[config.mk]
export PLATFORM = sky130hd
export DESIGN_NAME = first_fit_block_map_allocator
export DESIGN_NICKNAME = d
export VERILOG_FILES = /design/src/design/fba_pkg.sv /design/src/design/fba_div.sv /design/src/design/fba_map.sv /design/src/design/first_fit_block_map_allocator.sv
export VERILOG_INCLUDE_DIRS = /design/src /design/src/design
export SDC_FILE = /design/constraint.sdc
export NUM_CORES = 2
export LEC_CHECK = 0
export BUFFER_PORTS_ARGS = -buffer_cell sky130_fd_sc_hd__buf_2
export CAP_MARGIN = 15
export CORE_MARGIN = 10
export CORE_UTILIZATION = 35
export CTS_BUF_LIST = sky130_fd_sc_hd__clkbuf_8
export CTS_CLUSTER_SIZE = 10
export DETAILED_ROUTE_END_ITERATION = 8
export PLACE_DENSITY = 0.47
export SLEW_MARGIN = 20
export SYNTH_ARGS = -nofsm -noshare
export SYNTH_HDL_FRONTEND = slang
export SYNTH_SLANG_ARGS = --single-unit
[constraint.sdc]
create_clock -name clk -period 46.9 [get_ports clk]
set_input_delay 7.035 -clock clk [delete_from_list [all_inputs] [get_ports clk]]
set_output_delay 7.035 -clock clk [all_outputs]
set_load 0.01 [all_outputs]
[src/design/assert_macros.svh]
// Assertion macros for the block's RTL; included by the top-level file.
// Each use expects clk and arst_n in the enclosing module.
`ifndef ASSERT_MACROS_SVH
`define ASSERT_MACROS_SVH
// Property that must hold on every clock edge out of reset.
`define FBA_ASSERT(lbl, prop, msg) \
	lbl: assert property (@(posedge clk) disable iff (!arst_n) (prop)) else $error(msg);
// Same-cycle implication.
`define FBA_ASSERT_IMPL(lbl, a, b, msg) \
	lbl: assert property (@(posedge clk) disable iff (!arst_n) (a) |-> (b)) else $error(msg);
`endif

[src/design/fba_pkg.sv]
// Package for the first-fit block map allocator: codes, defaults and
// the divider result type. Used by every module of the block.
package fba_pkg;
	localparam int MAX_BLOCKS_DEF = 1024;

	localparam logic [1:0] CMD_ALLOC = 2'd0;
	localparam logic [1:0] CMD_FREE  = 2'd1;
	localparam logic [1:0] CMD_CLEAR = 2'd2;

	localparam logic [1:0] ENT_FREE  = 2'd0;
	localparam logic [1:0] ENT_USED  = 2'd1;
	localparam logic [1:0] ENT_START = 2'd2;

	localparam logic [2:0] ST_OK        = 3'd0;
	localparam logic [2:0] ST_NO_RUN    = 3'd1;
	localparam logic [2:0] ST_ZERO      = 3'd2;
	localparam logic [2:0] ST_BAD_ADDR  = 3'd3;
	localparam logic [2:0] ST_NOT_START = 3'd4;

	localparam logic [1:0] REG_BLOCK_SIZE  = 2'd0;
	localparam logic [1:0] REG_BLOCK_COUNT = 2'd1;
	localparam logic [1:0] REG_ARENA_BASE  = 2'd2;

	typedef struct packed {
		logic        done;
		logic [31:0] quot;
		logic [16:0] rem;
	} div_res_t;
endpackage

[src/design/fba_div.sv]
// Radix-2 restoring divider, 32-bit dividend by 17-bit divisor.
// Depends on fba_pkg for the result type.
module fba_div (
	input  logic                clk,
	input  logic                arst_n,
	input  logic                start,
	input  logic [31:0]         dividend,
	input  logic [16:0]         divisor,
	output fba_pkg::div_res_t   res
);
	logic        busy_q;
	logic        done_q;
	logic [5:0]  cnt_q;
	logic [31:0] quot_q;
	logic [17:0] rem_q;
	logic [16:0] dvs_q;
	logic [17:0] rem_sh;
	logic        ge;

	assign rem_sh = {rem_q[16:0], quot_q[31]};
	assign ge     = rem_sh >= {1'b0, dvs_q};

	always_ff @(posedge clk or negedge arst_n) begin
		if (!arst_n) begin
			busy_q <= 1'b0;
			done_q <= 1'b0;
			cnt_q  <= '0;
		end else begin
			done_q <= 1'b0;
			if (start) begin
				busy_q <= 1'b1;
				cnt_q  <= '0;
			end else if (busy_q) begin
				cnt_q <= cnt_q + 6'd1;
				if (cnt_q == 6'd31) begin
					busy_q <= 1'b0;
					done_q <= 1'b1;
				end
			end
		end
	end

	always_ff @(posedge clk) begin
		if (start) begin
			quot_q <= dividend;
			rem_q  <= '0;
			dvs_q  <= divisor;
		end else if (busy_q) begin
			quot_q <= {quot_q[30:0], ge};
			rem_q  <= ge ? (rem_sh - {1'b0, dvs_q}) : rem_sh;
		end
	end

	assign res.done = done_q;
	assign res.quot = quot_q;
	assign res.rem  = rem_q[16:0];
endmodule

[src/design/fba_map.sv]
// Block map storage: one write port, one read port, registered read data.
// Takes its default depth from fba_pkg; entry codes come from fba_pkg at the users.
module fba_map #(
	parameter int MAX_BLOCKS = fba_pkg::MAX_BLOCKS_DEF,
	localparam int AW = (MAX_BLOCKS > 1) ? $clog2(MAX_BLOCKS) : 1
) (
	input  logic          clk,
	input  logic          we,
	input  logic [AW-1:0] waddr,
	input  logic [1:0]    wdata,
	input  logic          re,
	input  logic [AW-1:0] raddr,
	output logic [1:0]    rdata
);
	logic [1:0] mem [MAX_BLOCKS];

	always_ff @(posedge clk) begin
		if (we)
			mem[waddr] <= wdata;
	end

	always_ff @(posedge clk) begin
		if (re)
			rdata <= mem[raddr];
	end
endmodule

[src/design/first_fit_block_map_allocator.sv]
// Top level of the first-fit block map allocator: command sequencer,
// config registers and output register. Uses fba_pkg, fba_div, fba_map.
//
//  channel | signals                                  | direction
//  cfg     | cfg_we, cfg_index, cfg_data              | in, write only
//  in      | in_valid, in_stall, cmd, request_size, address | in word
//  out     | out_valid, out_stall, status, block_address    | out word
//
// Allocate: divide, scan the map for a free run, mark the run, form the address.
// Free: divide, check and free the start entry, free the used entries after it; clear: wipe the map.
// Scans and walks go through the single map read port, one entry per cycle.
// After reset a clearing pass over all MAX_BLOCKS entries runs before the first word.
// One word at a time; a finished result waits in the output register while
// the next word is taken, and the sequencer holds while that register is full and stalled.
`include "assert_macros.svh"
module first_fit_block_map_allocator #(
	parameter int MAX_BLOCKS = fba_pkg::MAX_BLOCKS_DEF
) (
	input  logic        clk,
	input  logic        arst_n,
	input  logic        cfg_we,
	input  logic [1:0]  cfg_index,
	input  logic [31:0] cfg_data,
	input  logic        in_valid,
	output logic        in_stall,
	input  logic [1:0]  cmd,
	input  logic [31:0] request_size,
	input  logic [31:0] address,
	output logic        out_valid,
	input  logic        out_stall,
	output logic [2:0]  status,
	output logic [31:0] block_address
);
	localparam int AW = (MAX_BLOCKS > 1) ? $clog2(MAX_BLOCKS) : 1;
	localparam int CW = $clog2(MAX_BLOCKS + 1);
	localparam int LW = 17 + CW;
	localparam int PW = 17 + AW;

	localparam logic [3:0] S_IDLE  = 4'd0;
	localparam logic [3:0] S_CLR   = 4'd1;
	localparam logic [3:0] S_DIV   = 4'd2;
	localparam logic [3:0] S_SCAN  = 4'd3;
	localparam logic [3:0] S_MARK  = 4'd4;
	localparam logic [3:0] S_ADDR  = 4'd5;
	localparam logic [3:0] S_FRD   = 4'd6;
	localparam logic [3:0] S_FCK   = 4'd7;
	localparam logic [3:0] S_FWALK = 4'd8;
	localparam logic [3:0] S_FIN   = 4'd9;

	logic [3:0]    state_q;
	logic [16:0]   bs_q;
	logic [10:0]   bc_q;
	logic [31:0]   base_q;
	logic [1:0]    cmd_q;
	logic          clr_res_q;
	logic [CW-1:0] idx_q;
	logic [CW-1:0] run_q;
	logic [CW-1:0] need_q;
	logic [CW-1:0] left_q;
	logic [AW-1:0] start_q;
	logic [AW-1:0] wr_q;
	logic [PW-1:0] prod_q;
	logic          rv_s1;
	logic [CW-1:0] pos_s1;
	logic [2:0]    res_st_q;
	logic [31:0]   res_addr_q;
	logic          out_valid_q;
	logic [2:0]    status_q;
	logic [31:0]   addr_q;

	logic [16:0]   bs_eff;
	logic [CW-1:0] cnt_eff;
	logic [LW-1:0] lim;
	logic [31:0]   off;
	logic          in_acc;
	logic          div_start;
	logic [31:0]   div_dividend;
	fba_pkg::div_res_t div_res;
	logic [32:0]   need;
	logic          mem_we;
	logic [AW-1:0] mem_waddr;
	logic [1:0]    mem_wdata;
	logic          mem_re;
	logic [AW-1:0] mem_raddr;
	logic [1:0]    mem_rdata;
	logic [CW-1:0] walk_nxt;
	logic          fin_go;

	assign bs_eff  = (bs_q == 17'd0) ? 17'd1 : ((bs_q > 17'h10000) ? 17'h10000 : bs_q);
	assign cnt_eff = (32'(bc_q) > 32'(MAX_BLOCKS)) ? CW'(MAX_BLOCKS) : CW'(bc_q);
	assign lim     = LW'(bs_eff) * LW'(cnt_eff);
	assign off     = address - base_q;
	assign in_acc  = in_valid && !in_stall;
	assign in_stall = state_q != S_IDLE;
	assign need    = {1'b0, div_res.quot} + 33'(div_res.rem != 17'd0);
	assign walk_nxt = idx_q + CW'(1);
	assign fin_go  = !out_valid_q || !out_stall;

	assign div_start    = in_acc && ((cmd == fba_pkg::CMD_ALLOC && request_size != 32'd0) ||
		(cmd == fba_pkg::CMD_FREE && address >= base_q && 64'(off) < 64'(lim)));
	assign div_dividend = (cmd == fba_pkg::CMD_ALLOC) ? request_size : off;

	fba_div u_div (
		.clk(clk), .arst_n(arst_n), .start(div_start),
		.dividend(div_dividend), .divisor(bs_eff), .res(div_res)
	);

	fba_map #(.MAX_BLOCKS(MAX_BLOCKS)) u_map (
		.clk(clk), .we(mem_we), .waddr(mem_waddr), .wdata(mem_wdata),
		.re(mem_re), .raddr(mem_raddr), .rdata(mem_rdata)
	);

	always_comb begin
		mem_we    = 1'b0;
		mem_waddr = idx_q[AW-1:0];
		mem_wdata = fba_pkg::ENT_FREE;
		mem_re    = 1'b0;
		mem_raddr = idx_q[AW-1:0];
		case (state_q)
			S_CLR: mem_we = 1'b1;
			S_SCAN: mem_re = idx_q < cnt_eff;
			S_MARK: begin
				mem_we    = 1'b1;
				mem_waddr = wr_q;
				mem_wdata = (wr_q == start_q) ? fba_pkg::ENT_START : fba_pkg::ENT_USED;
			end
			S_FRD: begin
				mem_re    = 1'b1;
				mem_raddr = start_q;
			end
			S_FCK: begin
				mem_we    = mem_rdata == fba_pkg::ENT_START;
				mem_waddr = start_q;
				mem_re    = mem_we && (CW'(start_q) + CW'(1) < cnt_eff);
				mem_raddr = AW'(CW'(start_q) + CW'(1));
			end
			S_FWALK: begin
				mem_we    = mem_rdata == fba_pkg::ENT_USED;
				mem_re    = mem_we && (walk_nxt < cnt_eff);
				mem_raddr = walk_nxt[AW-1:0];
			end
			default: ;
		endcase
	end

	always_ff @(posedge clk or negedge arst_n) begin
		if (!arst_n) begin
			bs_q   <= 17'd16;
			bc_q   <= 11'd1024;
			base_q <= 32'd0;
		end else if (cfg_we) begin
			case (cfg_index)
				fba_pkg::REG_BLOCK_SIZE:  bs_q   <= cfg_data[16:0];
				fba_pkg::REG_BLOCK_COUNT: bc_q   <= cfg_data[10:0];
				fba_pkg::REG_ARENA_BASE:  base_q <= cfg_data;
				default: ;
			endcase
		end
	end

	always_ff @(posedge clk or negedge arst_n) begin
		if (!arst_n) begin
			state_q     <= S_CLR;
			idx_q       <= '0;
			clr_res_q   <= 1'b0;
			rv_s1       <= 1'b0;
			out_valid_q <= 1'b0;
		end else begin
			if (state_q == S_FIN && fin_go)
				out_valid_q <= 1'b1;
			else if (out_valid_q && !out_stall)
				out_valid_q <= 1'b0;
			case (state_q)
				S_IDLE: begin
					if (in_acc) begin
						cmd_q      <= cmd;
						res_addr_q <= 32'd0;
						case (cmd)
							fba_pkg::CMD_ALLOC: begin
								if (request_size == 32'd0) begin
									res_st_q <= fba_pkg::ST_ZERO;
									state_q  <= S_FIN;
								end else begin
									res_st_q <= fba_pkg::ST_OK;
									state_q  <= S_DIV;
								end
							end
							fba_pkg::CMD_FREE: begin
								if (div_start) begin
									res_st_q <= fba_pkg::ST_OK;
									state_q  <= S_DIV;
								end else begin
									res_st_q <= fba_pkg::ST_BAD_ADDR;
									state_q  <= S_FIN;
								end
							end
							fba_pkg::CMD_CLEAR: begin
								res_st_q  <= fba_pkg::ST_OK;
								idx_q     <= '0;
								clr_res_q <= 1'b1;
								state_q   <= S_CLR;
							end
							default: begin
								res_st_q <= fba_pkg::ST_OK;
								state_q  <= S_FIN;
							end
						endcase
					end
				end
				S_CLR: begin
					idx_q <= idx_q + CW'(1);
					if (idx_q == CW'(MAX_BLOCKS - 1))
						state_q <= clr_res_q ? S_FIN : S_IDLE;
				end
				S_DIV: begin
					if (div_res.done) begin
						if (cmd_q == fba_pkg::CMD_ALLOC) begin
							if (need > 33'(cnt_eff)) begin
								res_st_q <= fba_pkg::ST_NO_RUN;
								state_q  <= S_FIN;
							end else begin
								need_q  <= CW'(need);
								idx_q   <= '0;
								run_q   <= '0;
								rv_s1   <= 1'b0;
								state_q <= S_SCAN;
							end
						end else if (div_res.rem != 17'd0) begin
							res_st_q <= fba_pkg::ST_BAD_ADDR;
							state_q  <= S_FIN;
						end else begin
							start_q <= AW'(div_res.quot);
							state_q <= S_FRD;
						end
					end
				end
				S_SCAN: begin
					idx_q  <= idx_q + CW'(1);
					rv_s1  <= mem_re;
					pos_s1 <= idx_q;
					if (rv_s1) begin
						if (mem_rdata == fba_pkg::ENT_FREE && run_q + CW'(1) == need_q) begin
							start_q <= AW'(pos_s1 - run_q);
							wr_q    <= AW'(pos_s1 - run_q);
							left_q  <= need_q;
							state_q <= S_MARK;
						end else begin
							run_q <= (mem_rdata == fba_pkg::ENT_FREE) ? run_q + CW'(1) : '0;
							if (pos_s1 == cnt_eff - CW'(1)) begin
								res_st_q <= fba_pkg::ST_NO_RUN;
								state_q  <= S_FIN;
							end
						end
					end
				end
				S_MARK: begin
					wr_q   <= wr_q + AW'(1);
					left_q <= left_q - CW'(1);
					prod_q <= PW'(bs_eff) * PW'(start_q);
					if (left_q == CW'(1))
						state_q <= S_ADDR;
				end
				S_ADDR: begin
					res_addr_q <= base_q + 32'(prod_q);
					state_q    <= S_FIN;
				end
				S_FRD: state_q <= S_FCK;
				S_FCK: begin
					if (mem_rdata != fba_pkg::ENT_START) begin
						res_st_q <= fba_pkg::ST_NOT_START;
						state_q  <= S_FIN;
					end else begin
						idx_q   <= CW'(start_q) + CW'(1);
						state_q <= mem_re ? S_FWALK : S_FIN;
					end
				end
				S_FWALK: begin
					idx_q <= walk_nxt;
					if (!mem_re)
						state_q <= S_FIN;
				end
				S_FIN: begin
					if (fin_go) begin
						clr_res_q <= 1'b0;
						state_q   <= S_IDLE;
					end
				end
				default: state_q <= S_IDLE;
			endcase
		end
	end

	always_ff @(posedge clk) begin
		if (state_q == S_FIN && fin_go) begin
			status_q <= res_st_q;
			addr_q   <= res_addr_q;
		end
	end

	assign out_valid     = out_valid_q;
	assign status        = status_q;
	assign block_address = addr_q;

	`FBA_ASSERT_IMPL(a_scan_no_write, state_q == S_SCAN, !mem_we, "map written during scan")
	`FBA_ASSERT_IMPL(a_mark_writes, state_q == S_MARK, mem_we && CW'(wr_q) < cnt_eff, "bad mark write")
	`FBA_ASSERT_IMPL(a_fail_zero_addr, out_valid && status != fba_pkg::ST_OK, block_address == 32'd0, "nonzero address on failure")
endmodule
==> results.md <==
* Tightest Hold Check Type: flip-flop to flip-flop
* Final Cycle Share at 0.2684
* CP Capture Type: flip-flop
* Setup clock skew after layout at 0.1429 ns
* Bufs on Longest Clock Path at 4
* Nets at 9,851
* Gr ovfl total at 0
* Final hold viol count at 0
* Die height at 598.3 microns
* Later-pin clock latency in the skew report at 1.16 ns
* DRT Wirelength at 382.4 mm
* Worst path most repeated cell: a21o_1
* # setup viols final at 0
* Sinks on Clock Net at 2,365
* Largest net degree at the start of global routing at 228
* RSZ-0062 raised after global routing: no
* Syn Inst Count at 9,068
* Final core occ at 0.3887
* Commonest cells post-synth: edfxtp_1, nor2_1, nand2_1
* Status: finished clean
* CTS resizes at 0
* H-tree depth at 5
* GRT Overall Usage at 0.2071
* Drt wl/cell at 27.50 microns
* Std cell rows at 212
* Worst Setup Slack, final at 34.31 ns
* Antenna violations before repair at 20
* CTS hold repair buffers at 0
* R2R setup slack at 34.57 ns
* Min-delay src: res_addr_q[25]$_SDFFCE_PP0P_
* CTS root buf: clkbuf_8
* Cell Area, Synth at 117,000 sq um
* Net Switching at 0.002459 W
* Hold Path End: block_address[25]$_DFFE_PP_
* Cell Chain, Critical Path: buf_2 > ha_1 > a21o_1 > a21o_1 > a21o_1 > a311oi_2 > nor3_1 > o311ai_0 > a21oi_1 > a311o_1 > a21oi_1 > xnor2_1 > ha_1 > nand3_1 > nor4_1 > nand2_1 > nor2_1 > a2111oi_0 > nand3_1 > or4_4 > nor3_4 > o21ai_2 > inv_4 > mux2_2
* Distinct cell type count after synthesis at 110
* # fillers at 31.97k
* Seq pwr share at 0.376
* Worst-case vdd ir drop at 0.00005047 V
* Crit-path max FO at 70
* Post-synth ARST share at 0.03636
* Area share of the largest cell type after synthesis at 0.5803
* Comb pwr share at 0.356
* Seq cells post-synth at 2,365
* Slowest cell delay on critical path at 0.73 ns
* Slew headroom at 0.1836
* I/O Buffers at 141
* Hold Path Depth at 0
* Synth Flop Type: edfxtp_1
* Die Area at 357,900 sq um
* Die Span X at 598.3 microns
* Power Density at 50.14 nW/um^2
* Sequential area share after synthesis at 0.6017
* TritonCTS buffer count at 410
* Routed vias/inst at 5.494
* First-pass GRT wire length at 552.4 mm
* Worst EP required at 47.69 ns
* Area leader, netlist: edfxtp_1
* Post-CTS setup buffers at 0
* Via Count at 76.38k
* Pint at 0.004034 W
* Core Footprint at 333,200 sq um
* CTS tree: yes
* Total power at 0.006493 W
* Hpwl dp at 236.8 mm
* Routed Antenna Nets at 0
* Post-layout minimum cycle time at 12.59 ns
* Fin Setup TNS at 0 ns
* Syn_area_per_cell at 12.91 sq um
* Crit-path slowest cell: inv_4
* Max cap viols at 0
* DRC at 0
* P&R area growth vs syn at 10.64%
* R2r startpoint: bs_q[2]$_DFFE_PN0P_
* Static leakage at 45.44 nW
* Dpl ws at 33.29 ns
* Initial Utilization at 0.3513
* Yosys warning count at 0
* Setup crit start kind: input port
* Count leader, synth: edfxtp_1
* Clk pwr share at 0.268
* Initial DRC count at 6,965
* Number of global-route vias before repair at 78.58k
* Max Slew Vio Count at 0
* FMAX at 0.07944 GHz
* Worst r2r dst: u_div.quot_q[31]$_DFFE_PP_
* Pre-Repair DR Iteration Count at 6
* WP data arrival at 13.38 ns
* Slew of the pin with the lowest slew margin at 1.212 ns
* I/O pins at 142
* WS Path Type: input port to flip-flop
* Proportion of layout cells with a drive suffix above 1 at 0.1345
* Worst-path clk slew at 0.05 ns
* Syn Nets at 9,720
* Net switching share of the total power at 0.3787
* Crit. Startpoint: address[8]
* GPL Wtd Cong at 0.8718
* Post-synth EDFFs at 2,262
* R2R cell count at 37
* Area contributors post-synth: edfxtp_1, mux4_2, fa_1
==> power groups by stage <==
stage                     registers, W  logic (W)  clock network [W]
after floorplan                0.00245    0.00166                  0
after global placement         0.00248    0.00229                  0
after detailed placement       0.00248    0.00231                  0
after CTS                      0.00244    0.00232            0.00179
after global routing           0.00245    0.00252            0.00188
final                          0.00244    0.00231            0.00174
==> cell usage in the layout, fill, tap and decap left out, types with 52 or more instances in the layout <==
cell type,count
edfxtp_1,2262
nor2_1,1304
nand2_1,867
inv_1,542
a21oi_1,530
clkbuf_8,416
ha_1,291
mux2i_1,276
fa_1,256
mux4_2,240
a221oi_1,193
nand3_1,183
buf_4,180
buf_2,140
xnor2_1,127
o21ai_0,125
clkinv_1,113
and3_1,104
a211oi_1,97
nor3_1,93
mux2_2,93
dfrtp_1,83
xor2_1,81
a21o_1,80
nand4_1,52
==> per-stage QoR <==
stage               instances  hold WS (ns)  area (sq um)
floorplan                9068        0.4003        117000
global placement        13170        0.4022        122100
detailed placement      13170        0.4045        122200
CTS                     13900        0.3745        129500
global route            13900        0.4088        129500
finish                  13900        0.3972        129500
==> worst max path at each step <==
| stage | to | slack (ns) | depth (start not counted) |
|---|---|---|---|
| 2_1_floorplan | u_map.mem[0][0]$_DFFE_PP_ | 17.18 | 6 |
| 3_3_place_gp | u_div.quot_q[4]$_DFFE_PP_ | 33.33 | 24 |
| 3_5_place_dp | u_div.quot_q[3]$_DFFE_PP_ | 33.29 | 24 |
| 4_1_cts | u_div.quot_q[4]$_DFFE_PP_ | 34.40 | 24 |
| 5_1_grt | u_div.quot_q[4]$_DFFE_PP_ | 33.87 | 24 |
| 6_report | u_div.quot_q[31]$_DFFE_PP_ | 34.31 | 24 |
==> cell families after synthesis <==
group                      after synthesis  share of synthesized area
xor gates and xnor gates               208                    0.01556
adders and majority gates              547                    0.07489
buffers and inverters                 1042                    0.04141
DFF                                   2365                     0.6017
AOI/OAI and AO/OA                     1369                    0.07853
and+or+nand+nor                       2902                     0.1063
muxes                                  635                    0.08162
==> final cells by class <==
class | instances | area (sq um) | share of cell area
timing repair buffer | 336 | 2372 | 0.01832
antenna | 5 | 12.51 | 0.00009662
clock inverter | 308 | 1590 | 0.01228
clock buffer | 416 | 5725 | 0.04421
inverter | 425 | 1598 | 0.01234
multi-input combinational | 5661 | 42290 | 0.3266
tap | 4387 | 5489 | 0.04239
sequential | 2365 | 70420 | 0.5438
==> registers in the layout, indices dropped and copies added, names as in the netlist, 27 cells and up <==
signal and count:
u_map.mem 2048, base_q 32, res_addr_q 32, prod_q 27, block_address 32, u_div.quot_q 32
==> critical path, delay by kind of cell <==
| family | cells | cell delay (ns) |
|---|---|---|
| AOI/OAI and AO/OA | 10 | 2.71 |
| and+or+nand+nor | 8 | 1.52 |
| buffers and inverters | 2 | 0.85 |
| adders and majority gates | 2 | 0.63 |
| muxes | 1 | 0.41 |
| xor gates and xnor gates | 1 | 0.17 |
==> layer usage <==
metal / routed length [microns] / GRT usage
met1: 163800 / 0.2798
met4: 11130 / 0.06133
met5: 43 / 0
met2: 184900 / 0.3498
met3: 22490 / 0.02635
Note: power is estimated with default switching activity, not from simulation.
